### src/rtl/core/pqh_pkg.sv
package pqh_pkg;

  // Field widths of a request and of a result.
  localparam int CMD_W    = 2;
  localparam int CHAN_W   = 3;
  localparam int WIDTH_W  = 8;
  localparam int STATUS_W = 3;
  localparam int GAP_W    = 10;
  // The hold-off counter holds pos + neg + gap, at most 1533.
  localparam int HOLD_W   = 11;

  // Register port geometry.
  localparam int ADDR_W = 3;
  localparam int DATA_W = 32;

  // Register indexes, taken from address bit 2.
  localparam logic REG_ISOLATION = 1'b0;
  localparam logic REG_GAP       = 1'b1;

  localparam logic [GAP_W-1:0] GAP_RESET = 10'd150;

  // Command codes.
  localparam logic [CMD_W-1:0] CMD_PUSH = 2'd0;
  localparam logic [CMD_W-1:0] CMD_POP  = 2'd1;
  localparam logic [CMD_W-1:0] CMD_TICK = 2'd2;

  // Status codes.
  localparam logic [STATUS_W-1:0] ST_PUSHED    = 3'd0;
  localparam logic [STATUS_W-1:0] ST_FULL      = 3'd1;
  localparam logic [STATUS_W-1:0] ST_DELIVERED = 3'd2;
  localparam logic [STATUS_W-1:0] ST_EMPTY     = 3'd3;
  localparam logic [STATUS_W-1:0] ST_HELD      = 3'd4;
  localparam logic [STATUS_W-1:0] ST_TICK      = 3'd5;

  // One stored pulse.
  typedef struct packed {
    logic [CHAN_W-1:0]  chan;
    logic [WIDTH_W-1:0] pos;
    logic [WIDTH_W-1:0] neg;
  } pulse_t;

  // Configuration seen by the control path.
  typedef struct packed {
    logic             isolation;
    logic [GAP_W-1:0] gap;
  } cfg_t;

endpackage

### src/rtl/core/pqh_cfg.sv
module pqh_cfg (
  input  logic                         clk,
  input  logic                         rst,
  input  logic                         psel,
  input  logic                         penable,
  input  logic                         pwrite,
  input  logic [pqh_pkg::ADDR_W-1:0]   paddr,
  input  logic [pqh_pkg::DATA_W-1:0]   pwdata,
  output logic [pqh_pkg::DATA_W-1:0]   prdata,
  output logic                         pready,
  output pqh_pkg::cfg_t                cfg
);

  logic wr_en;

  // The port never inserts wait states.
  assign pready = 1'b1;
  assign wr_en  = psel && penable && pwrite;

  // Register writes; bits beyond a register's width are dropped.
  always_ff @(posedge clk) begin
    if (rst) begin
      cfg.isolation <= 1'b0;
      cfg.gap       <= pqh_pkg::GAP_RESET;
    end else if (wr_en) begin
      case (paddr[2])
        pqh_pkg::REG_ISOLATION: cfg.isolation <= pwdata[0];
        pqh_pkg::REG_GAP:       cfg.gap       <= pwdata[pqh_pkg::GAP_W-1:0];
        default: ;
      endcase
    end
  end

  // Register reads.
  always_comb begin
    case (paddr[2])
      pqh_pkg::REG_ISOLATION: prdata = {{(pqh_pkg::DATA_W-1){1'b0}}, cfg.isolation};
      pqh_pkg::REG_GAP:
        prdata = {{(pqh_pkg::DATA_W-pqh_pkg::GAP_W){1'b0}}, cfg.gap};
      default: prdata = '0;
    endcase
  end

endmodule

### src/rtl/core/pqh_store.sv
module pqh_store #(
  parameter int DEPTH = 16,
  parameter int AW    = 4
) (
  input  logic              clk,
  input  logic              wr_en,
  input  logic [AW-1:0]     wr_addr,
  input  pqh_pkg::pulse_t   wr_data,
  input  logic [AW-1:0]     rd_addr,
  output pqh_pkg::pulse_t   rd_data
);

  pqh_pkg::pulse_t mem [DEPTH];
  pqh_pkg::pulse_t rd_q;
  pqh_pkg::pulse_t byp_data;
  logic            byp;

  // One write port and one registered read port.
  always_ff @(posedge clk) begin
    if (wr_en) begin
      mem[wr_addr] <= wr_data;
    end
    rd_q <= mem[rd_addr];
  end

  // A write to the entry being read this cycle is forwarded, so the head
  // is correct right after a push into an empty queue.
  always_ff @(posedge clk) begin
    byp      <= wr_en && (wr_addr == rd_addr);
    byp_data <= wr_data;
  end

  assign rd_data = byp ? byp_data : rd_q;

endmodule

### src/rtl/core/pulse_queue_with_holdoff.sv
// Channel    | Direction | Handshake               | Payload
// request    | in        | req_valid / req_stall   | cmd, pulse_channel, pos_width, neg_width
// result     | out       | res_valid / res_stall   | status, out_channel, out_pos_width,
//            |           |                         | out_neg_width
// registers  | in/out    | APB psel/penable/pready | paddr, pwdata, prdata
//
// A request is taken every cycle unless a stalled result holds the input register; its
// result is loaded into the result register from the input register. The queue head is
// read ahead from the store's registered read port, addressed by rd_ptr_next.
// Synchronous reset clears pointers, fill count, hold-off and registers; the store
// itself is not cleared. A stalled result holds the input register, which then
// stalls the request side. A command code of 3 is consumed with no result.
module pulse_queue_with_holdoff #(
  parameter int QUEUE_DEPTH = 16
) (
  input  logic                            clk,
  input  logic                            rst,
  // Request channel.
  input  logic                            req_valid,
  output logic                            req_stall,
  input  logic [pqh_pkg::CMD_W-1:0]       cmd,
  input  logic [pqh_pkg::CHAN_W-1:0]      pulse_channel,
  input  logic [pqh_pkg::WIDTH_W-1:0]     pos_width,
  input  logic [pqh_pkg::WIDTH_W-1:0]     neg_width,
  // Result channel.
  output logic                            res_valid,
  input  logic                            res_stall,
  output logic [pqh_pkg::STATUS_W-1:0]    status,
  output logic [pqh_pkg::CHAN_W-1:0]      out_channel,
  output logic [pqh_pkg::WIDTH_W-1:0]     out_pos_width,
  output logic [pqh_pkg::WIDTH_W-1:0]     out_neg_width,
  // Register port.
  input  logic                            psel,
  input  logic                            penable,
  input  logic                            pwrite,
  input  logic [pqh_pkg::ADDR_W-1:0]      paddr,
  input  logic [pqh_pkg::DATA_W-1:0]      pwdata,
  output logic [pqh_pkg::DATA_W-1:0]      prdata,
  output logic                            pready
);

  localparam int PTR_W = $clog2(QUEUE_DEPTH);
  localparam int CNT_W = $clog2(QUEUE_DEPTH + 1);
  localparam logic [PTR_W-1:0] LAST_IDX = PTR_W'(QUEUE_DEPTH - 1);
  localparam logic [CNT_W-1:0] FULL_CNT = CNT_W'(QUEUE_DEPTH);

  pqh_pkg::cfg_t   cfg;

  // Input register.
  logic                          in_full;
  logic [pqh_pkg::CMD_W-1:0]     in_cmd;
  pqh_pkg::pulse_t               in_pulse;

  // Queue and hold-off state.
  logic [PTR_W-1:0]              rd_ptr, rd_ptr_next;
  logic [PTR_W-1:0]              wr_ptr, wr_ptr_next;
  logic [CNT_W-1:0]              count, count_next;
  logic [pqh_pkg::HOLD_W-1:0]    hold, hold_next;

  pqh_pkg::pulse_t               head;
  logic                          take;
  logic                          push_ok;
  logic                          produce;
  logic                          deliver;
  logic [pqh_pkg::STATUS_W-1:0]  status_next;

  pqh_cfg u_cfg (
    .clk     (clk),
    .rst     (rst),
    .psel    (psel),
    .penable (penable),
    .pwrite  (pwrite),
    .paddr   (paddr),
    .pwdata  (pwdata),
    .prdata  (prdata),
    .pready  (pready),
    .cfg     (cfg)
  );

  pqh_store #(
    .DEPTH (QUEUE_DEPTH),
    .AW    (PTR_W)
  ) u_store (
    .clk     (clk),
    .wr_en   (push_ok),
    .wr_addr (wr_ptr),
    .wr_data (in_pulse),
    .rd_addr (rd_ptr_next),
    .rd_data (head)
  );

  // The input register moves on whenever the result register is free.
  assign take      = in_full && (!res_valid || !res_stall);
  assign req_stall = in_full && !(!res_valid || !res_stall);

  always_ff @(posedge clk) begin
    if (rst) begin
      in_full <= 1'b0;
    end else if (req_valid && !req_stall) begin
      in_full <= 1'b1;
    end else if (take) begin
      in_full <= 1'b0;
    end
  end

  always_ff @(posedge clk) begin
    if (req_valid && !req_stall) begin
      in_cmd        <= cmd;
      in_pulse.chan <= pulse_channel;
      in_pulse.pos  <= pos_width;
      in_pulse.neg  <= neg_width;
    end
  end

  // Command decode and state update for the request in the input register.
  always_comb begin
    rd_ptr_next = rd_ptr;
    wr_ptr_next = wr_ptr;
    count_next  = count;
    hold_next   = hold;
    push_ok     = 1'b0;
    deliver     = 1'b0;
    produce     = 1'b0;
    status_next = pqh_pkg::ST_TICK;
    if (take) begin
      case (in_cmd)
        pqh_pkg::CMD_PUSH: begin
          produce = 1'b1;
          if (count == FULL_CNT) begin
            status_next = pqh_pkg::ST_FULL;
          end else begin
            push_ok     = 1'b1;
            wr_ptr_next = (wr_ptr == LAST_IDX) ? '0 : wr_ptr + 1'b1;
            count_next  = count + 1'b1;
            status_next = pqh_pkg::ST_PUSHED;
          end
        end
        pqh_pkg::CMD_POP: begin
          produce = 1'b1;
          if (count == '0) begin
            status_next = pqh_pkg::ST_EMPTY;
          end else if (cfg.isolation && (hold != '0)) begin
            status_next = pqh_pkg::ST_HELD;
          end else begin
            deliver     = 1'b1;
            rd_ptr_next = (rd_ptr == LAST_IDX) ? '0 : rd_ptr + 1'b1;
            count_next  = count - 1'b1;
            hold_next   = pqh_pkg::HOLD_W'(head.pos) + pqh_pkg::HOLD_W'(head.neg)
                        + pqh_pkg::HOLD_W'(cfg.gap);
            status_next = pqh_pkg::ST_DELIVERED;
          end
        end
        pqh_pkg::CMD_TICK: begin
          produce     = 1'b1;
          status_next = pqh_pkg::ST_TICK;
          if (hold != '0) begin
            hold_next = hold - 1'b1;
          end
        end
        default: ;
      endcase
    end
  end

  always_ff @(posedge clk) begin
    if (rst) begin
      rd_ptr <= '0;
      wr_ptr <= '0;
      count  <= '0;
      hold   <= '0;
    end else begin
      rd_ptr <= rd_ptr_next;
      wr_ptr <= wr_ptr_next;
      count  <= count_next;
      hold   <= hold_next;
    end
  end

  // Result register.
  always_ff @(posedge clk) begin
    if (rst) begin
      res_valid <= 1'b0;
    end else if (take && produce) begin
      res_valid <= 1'b1;
    end else if (!res_stall) begin
      res_valid <= 1'b0;
    end
  end

  always_ff @(posedge clk) begin
    if (take && produce) begin
      status        <= status_next;
      out_channel   <= deliver ? head.chan : '0;
      out_pos_width <= deliver ? head.pos : '0;
      out_neg_width <= deliver ? head.neg : '0;
    end
  end

endmodule
### config.mk
export PLATFORM = sky130hd
export DESIGN_NAME = pulse_queue_with_holdoff
export DESIGN_NICKNAME = d
export VERILOG_FILES = /design/src/rtl/core/pqh_pkg.sv /design/src/rtl/core/pqh_cfg.sv /design/src/rtl/core/pqh_store.sv /design/src/rtl/core/pulse_queue_with_holdoff.sv
export SDC_FILE = /design/constraint.sdc
export NUM_CORES = 1
export LEC_CHECK = 0
export ABC_CLOCK_PERIOD_IN_PS = 4100
export BUFFER_PORTS_ARGS = -buffer_cell sky130_fd_sc_hd__buf_2
export CAP_MARGIN = 20
export CORE_ASPECT_RATIO = 1.5
export CORE_UTILIZATION = 49
export CTS_BUF_LIST = sky130_fd_sc_hd__clkbuf_2
export CTS_CLUSTER_DIAMETER = 40
export DETAILED_ROUTE_END_ITERATION = 7
export GPL_ROUTABILITY_DRIVEN = 0
export GPL_TIMING_DRIVEN = 0
export PLACE_DENSITY = 0.69
export SLEW_MARGIN = 30
export SYNTH_ARGS = -nofsm -noshare
export SYNTH_HDL_FRONTEND = slang
export SYNTH_SLANG_ARGS = --single-unit
export TNS_END_PERCENT = 5
### constraint.sdc
create_clock -name clk -period 4.1 [get_ports clk]
set_clock_uncertainty 0.15 [all_clocks]
set_input_delay 0.615 -clock clk [delete_from_list [all_inputs] [get_ports clk]]
set_output_delay 0.615 -clock clk [all_outputs]
set_load 0.05 [all_outputs]
==> key figures <==
Clock network
  • Inserted Clock Buffers: 95
  • TritonCTS clock tree: built
  • Register clock-pin slew on the reported worst setup and hold paths: roughly 0.11 ns
  • Worst-Skew Late Latency: 1.08 ns
  • Number of buffers on the longest clock path: 3
  • CTS Root Buffer Type: sky130_fd_sc_hd__clkbuf_2
  • CTS sink count: approximately 420
  • Clock H-tree levels: 3

Yosys
  • Commonest cells post-synth: sky130_fd_sc_hd__edfxtp_1 (347), sky130_fd_sc_hd__nand2_1 (314), sky130_fd_sc_hd__nand3_1 (121)
  • Number of instances in the synthesized netlist: 1321
  • Syn. warnings: 0
  • Area contributors post-synth: sky130_fd_sc_hd__edfxtp_1 (61%), sky130_fd_sc_hd__dfxtp_1 (9.0%), sky130_fd_sc_hd__nand2_1 (6.9%)
  • Count of flip-flops with a built-in enable after synthesis: between 300 and 400
  • Mean instance size in the synthesized netlist: 12.9 µm²
  • Most used flip-flop cell after synthesis: sky130_fd_sc_hd__edfxtp_1
  • Sequential element share of the synthesized area: 0.703
  • Cell taking the most area after synthesis: sky130_fd_sc_hd__edfxtp_1
  • Leading cell type by number of instances after synthesis: sky130_fd_sc_hd__edfxtp_1
  • Async set or reset register ratio after synthesis: 0
  • Number of synthesized register bits: 423
  • Share of Yosys cell area claimed by the top area cell type: 0.614
  • Unique cell type count in the Yosys netlist: 55
  • Netlist Area Pre-Place: ~17000 µm²

Floorplanning
  • Die Outline Area: 35400 µm²
  • Initial core utilization: 0.497
  • X dimension of the die: around 150 µm
  • Number of placed I/O pins: 120
  • Core area: 34200 µm²
  • FP Rows: 83
  • Die height: 230 µm

Worst setup path
  • Worst path top cell family by delay: compound AO/OA/AOI/OAI gates
  • CP Buf/Inv Count: 1
  • Cell occurring most often along the worst timing path: sky130_fd_sc_hd__fa_1
  • Worst Path Class, Setup: reg -> reg
  • Delay of the slowest cell on the worst path: 0.47 ns
  • Kind of end point of the critical path: register
  • Largest fanout of any net on the critical path: 10
  • Slowest cell on the critical path: sky130_fd_sc_hd__fa_1
  • Sort of element at the start of the critical path: register
  • Worst Path Required: 4.91 ns
  • Slack of the worst reg-to-reg path: 0.19 ns
  • Cell-by-cell trace of the critical path: buf_8, mux2_2, fa_1, ha_1, fa_1, a21o_1, a21oi_2, o21bai_1, a211o_1, a31oi_1, xnor2_1, a21oi_1, o31ai_1
  • Data arrival time at the worst-slack endpoint: 4.72 ns

Power and ir drop
  • PnR Total Power: around 8000 µW
  • Net load switching power: 2040 µW
  • Cell internal pwr: approximately 6000 µW
  • Cell Pwr Density: 406 nW/µm²
  • Combinational group share of total power: 0.067
  • Switching Fraction: 0.255
  • Fraction of power consumed by the clock network: 0.339
  • Reg power frac: 0.594
  • Static leakage: ~0.0075 µW
  • Maximum vdd ir drop: 0.171 mV

Layout
  • Fill count: 2764
  • Util after Layout: 0.579
  • # nets final: 1673
  • Growth of design area from synthesis to finish: 16.4%
  • Layout cells sized above 1: 0.217

Timing
  • Achievable Freq: around 260 MHz
  • Final number of hold-violating endpoints: 0
  • Ratio of final minimum period to clock period: 0.953
  • Setup repair after global routing missed its margin: yes
  • Count of pins over their slew limit: 0
  • Minimum period implied by the final worst setup slack: ~3.9 ns
  • Worst slew margin: 0.427
  • Transition at the pin with the smallest max-transition slack: 0.852 ns
  • Final number of setup-violating endpoints: 0
  • Setup_tns: 0 ns

Global route
  • Number of antenna violations at the first check in global routing: 3
  • Via count of the first global-routing pass: 11600
  • First-pass GRT wire length: between 60000 and 70000 µm
  • Largest net degree at the start of global routing: 21
  • Remaining global-route overflow: 0
  • Total global-route track usage: 0.243

Route
  • First DRT Iteration DRCs: 939
  • Post-detailed-route wirelength per cell: 20.1 µm
  • Drt drc: 0
  • Number of vias per cell: 5.49
  • Iteration count of the initial detailed-routing pass: 6
  • Wire length reported by the detailed router: 42000 µm
  • Total via count in the routed design: about 11000
  • Antenna Violating Nets Remaining: 0

Placement
  • Quantity of I/O buffers inserted on ports: 72
  • Half-perimeter wire length after detailed placement: between 20000 and 30000 µm

Run
  • Max cap viols: 0

Worst hold path
  • Worst Hold Class: in -> reg

Status
  • Run status: finished clean
[timing repair]
action                     4_1_cts  5_1_grt
setup buffers                    0        6
resized for setup                4       13
hold endpoints to repair        60        0
hold buffers                    52        0
setup endpoints to repair        5       19
pin swaps                        0        1
[power groups by stage]
stage | Combinational, µW | Sequential (µW) | Clock [µW]
after floorplan | 327 | 4860 | 0
after detailed placement | 494 | 4860 | 0
after global routing | 579 | 4780 | 2980
after global placement | 477 | 4860 | 0
final | 535 | 4770 | 2720
after CTS | 527 | 4770 | 2770
[worst register-to-register path, cell delays in order (launching register included)]
cell	delay, ns
sky130_fd_sc_hd__dfxtp_4	0.43
sky130_fd_sc_hd__buf_8	0.18
sky130_fd_sc_hd__mux2_2	0.42
sky130_fd_sc_hd__fa_1	0.47
sky130_fd_sc_hd__ha_1	0.23
sky130_fd_sc_hd__fa_1	0.47
sky130_fd_sc_hd__a21o_1	0.21
sky130_fd_sc_hd__a21oi_2	0.19
sky130_fd_sc_hd__o21bai_1	0.10
sky130_fd_sc_hd__a211o_1	0.31
sky130_fd_sc_hd__a31oi_1	0.21
sky130_fd_sc_hd__xnor2_1	0.15
sky130_fd_sc_hd__a21oi_1	0.10
sky130_fd_sc_hd__o31ai_1	0.20
[worst paths after layout]
check / endpoint / startpoint / cells after the start
max: hold[9]$_SDFFE_PP0P_ / u_store.byp$_DFF_P_ / 13
max reg2reg: hold[9]$_SDFFE_PP0P_ / u_store.byp$_DFF_P_ / 13
min: in_pulse[16]$_DFFE_PP_ / pulse_channel[0] / 2
min reg2reg: hold[10]$_SDFFE_PP0P_ / hold[10]$_SDFFE_PP0P_ / 2
[kinds of logic after synthesis]
family                     share of synthesized area
AOI/OAI and AO/OA                             0.0466
muxes                                         0.0271
adders and majority gates                     0.0243
DFF                                            0.703
and+or+nand+nor                                0.152
buffers and inverters                         0.0351
other                                       0.000442
xor gates and xnor gates                      0.0113
[layout make-up]
cell class,count,area [µm²],area share
repair buffers,145,1100,0.0558
clock inverters,26,156,0.00791
flip-flops and latches,423,11900,0.604
inverters,15,56.3,0.00285
plain buffers,90,554,0.0280
diodes,2,5.00,0.000253
well taps,425,532,0.0269
multi-input cells,813,4670,0.236
clock buffers,149,746,0.0377
[cells in the final DEF, fill, tap and decap left out, types with 8 or more instances in the layout]
cell type / synthesis / routed
sky130_fd_sc_hd__edfxtp_1: 347 / 347
sky130_fd_sc_hd__buf_6: 7 / 8
sky130_fd_sc_hd__and3_1: 16 / 16
sky130_fd_sc_hd__conb_1: 2 / 23
sky130_fd_sc_hd__clkbuf_2: 0 / 154
sky130_fd_sc_hd__o21ai_0: 27 / 27
sky130_fd_sc_hd__nand3_1: 121 / 121
sky130_fd_sc_hd__ha_1: 17 / 17
sky130_fd_sc_hd__inv_1: 14 / 14
sky130_fd_sc_hd__xnor2_1: 13 / 13
sky130_fd_sc_hd__dlygate4sd3_1: 0 / 52
sky130_fd_sc_hd__mux2i_1: 28 / 28
sky130_fd_sc_hd__nor2_4: 0 / 12
sky130_fd_sc_hd__clkinv_1: 1 / 18
sky130_fd_sc_hd__fa_1: 10 / 10
sky130_fd_sc_hd__buf_4: 31 / 47
sky130_fd_sc_hd__nor2_1: 48 / 36
sky130_fd_sc_hd__dfxtp_1: 76 / 75
sky130_fd_sc_hd__nand4_1: 41 / 41
sky130_fd_sc_hd__buf_2: 24 / 96
sky130_fd_sc_hd__nand2_1: 314 / 314
sky130_fd_sc_hd__a32oi_1: 19 / 19
sky130_fd_sc_hd__and2_1: 11 / 11
sky130_fd_sc_hd__a21oi_1: 26 / 24
sky130_fd_sc_hd__mux2_2: 15 / 15
sky130_fd_sc_hd__clkbuf_1: 28 / 21
[registers in the layout (all words and copies together) (netlist names), 5 cells and up]
| signal | flops |
|---|---|
| u_cfg.cfg | 11 |
| hold | 11 |
| count | 5 |
| out_pos_width | 8 |
| in_pulse | 19 |
| out_neg_width | 8 |
| u_store.byp_data | 19 |
| u_store.rd_q | 19 |
| u_store.mem | 304 |
[layer usage]
layer,track usage,up-vias,share of wire
met4,0.140,2,0.044
met2,0.452,482,0.54
li1,-,5334,-
met3,0.0477,118,0.056
met5,0,-,0.00021
met1,0.252,5525,0.36
[metrics by stage]
stage,setup slack [ns],std cells,cell area [µm²],hold slack (ns)
floorplan,0.157,1342,17100,0.294
global placement,-1.28,1839,18000,0.306
finish,0.194,2088,19800,0.0821
detailed placement,-0.576,1854,18300,0.316
global route,-0.0194,2088,19800,0.0839
CTS,0.0145,2080,19700,0.00294
Note: power is estimated with default switching activity, not from simulation.
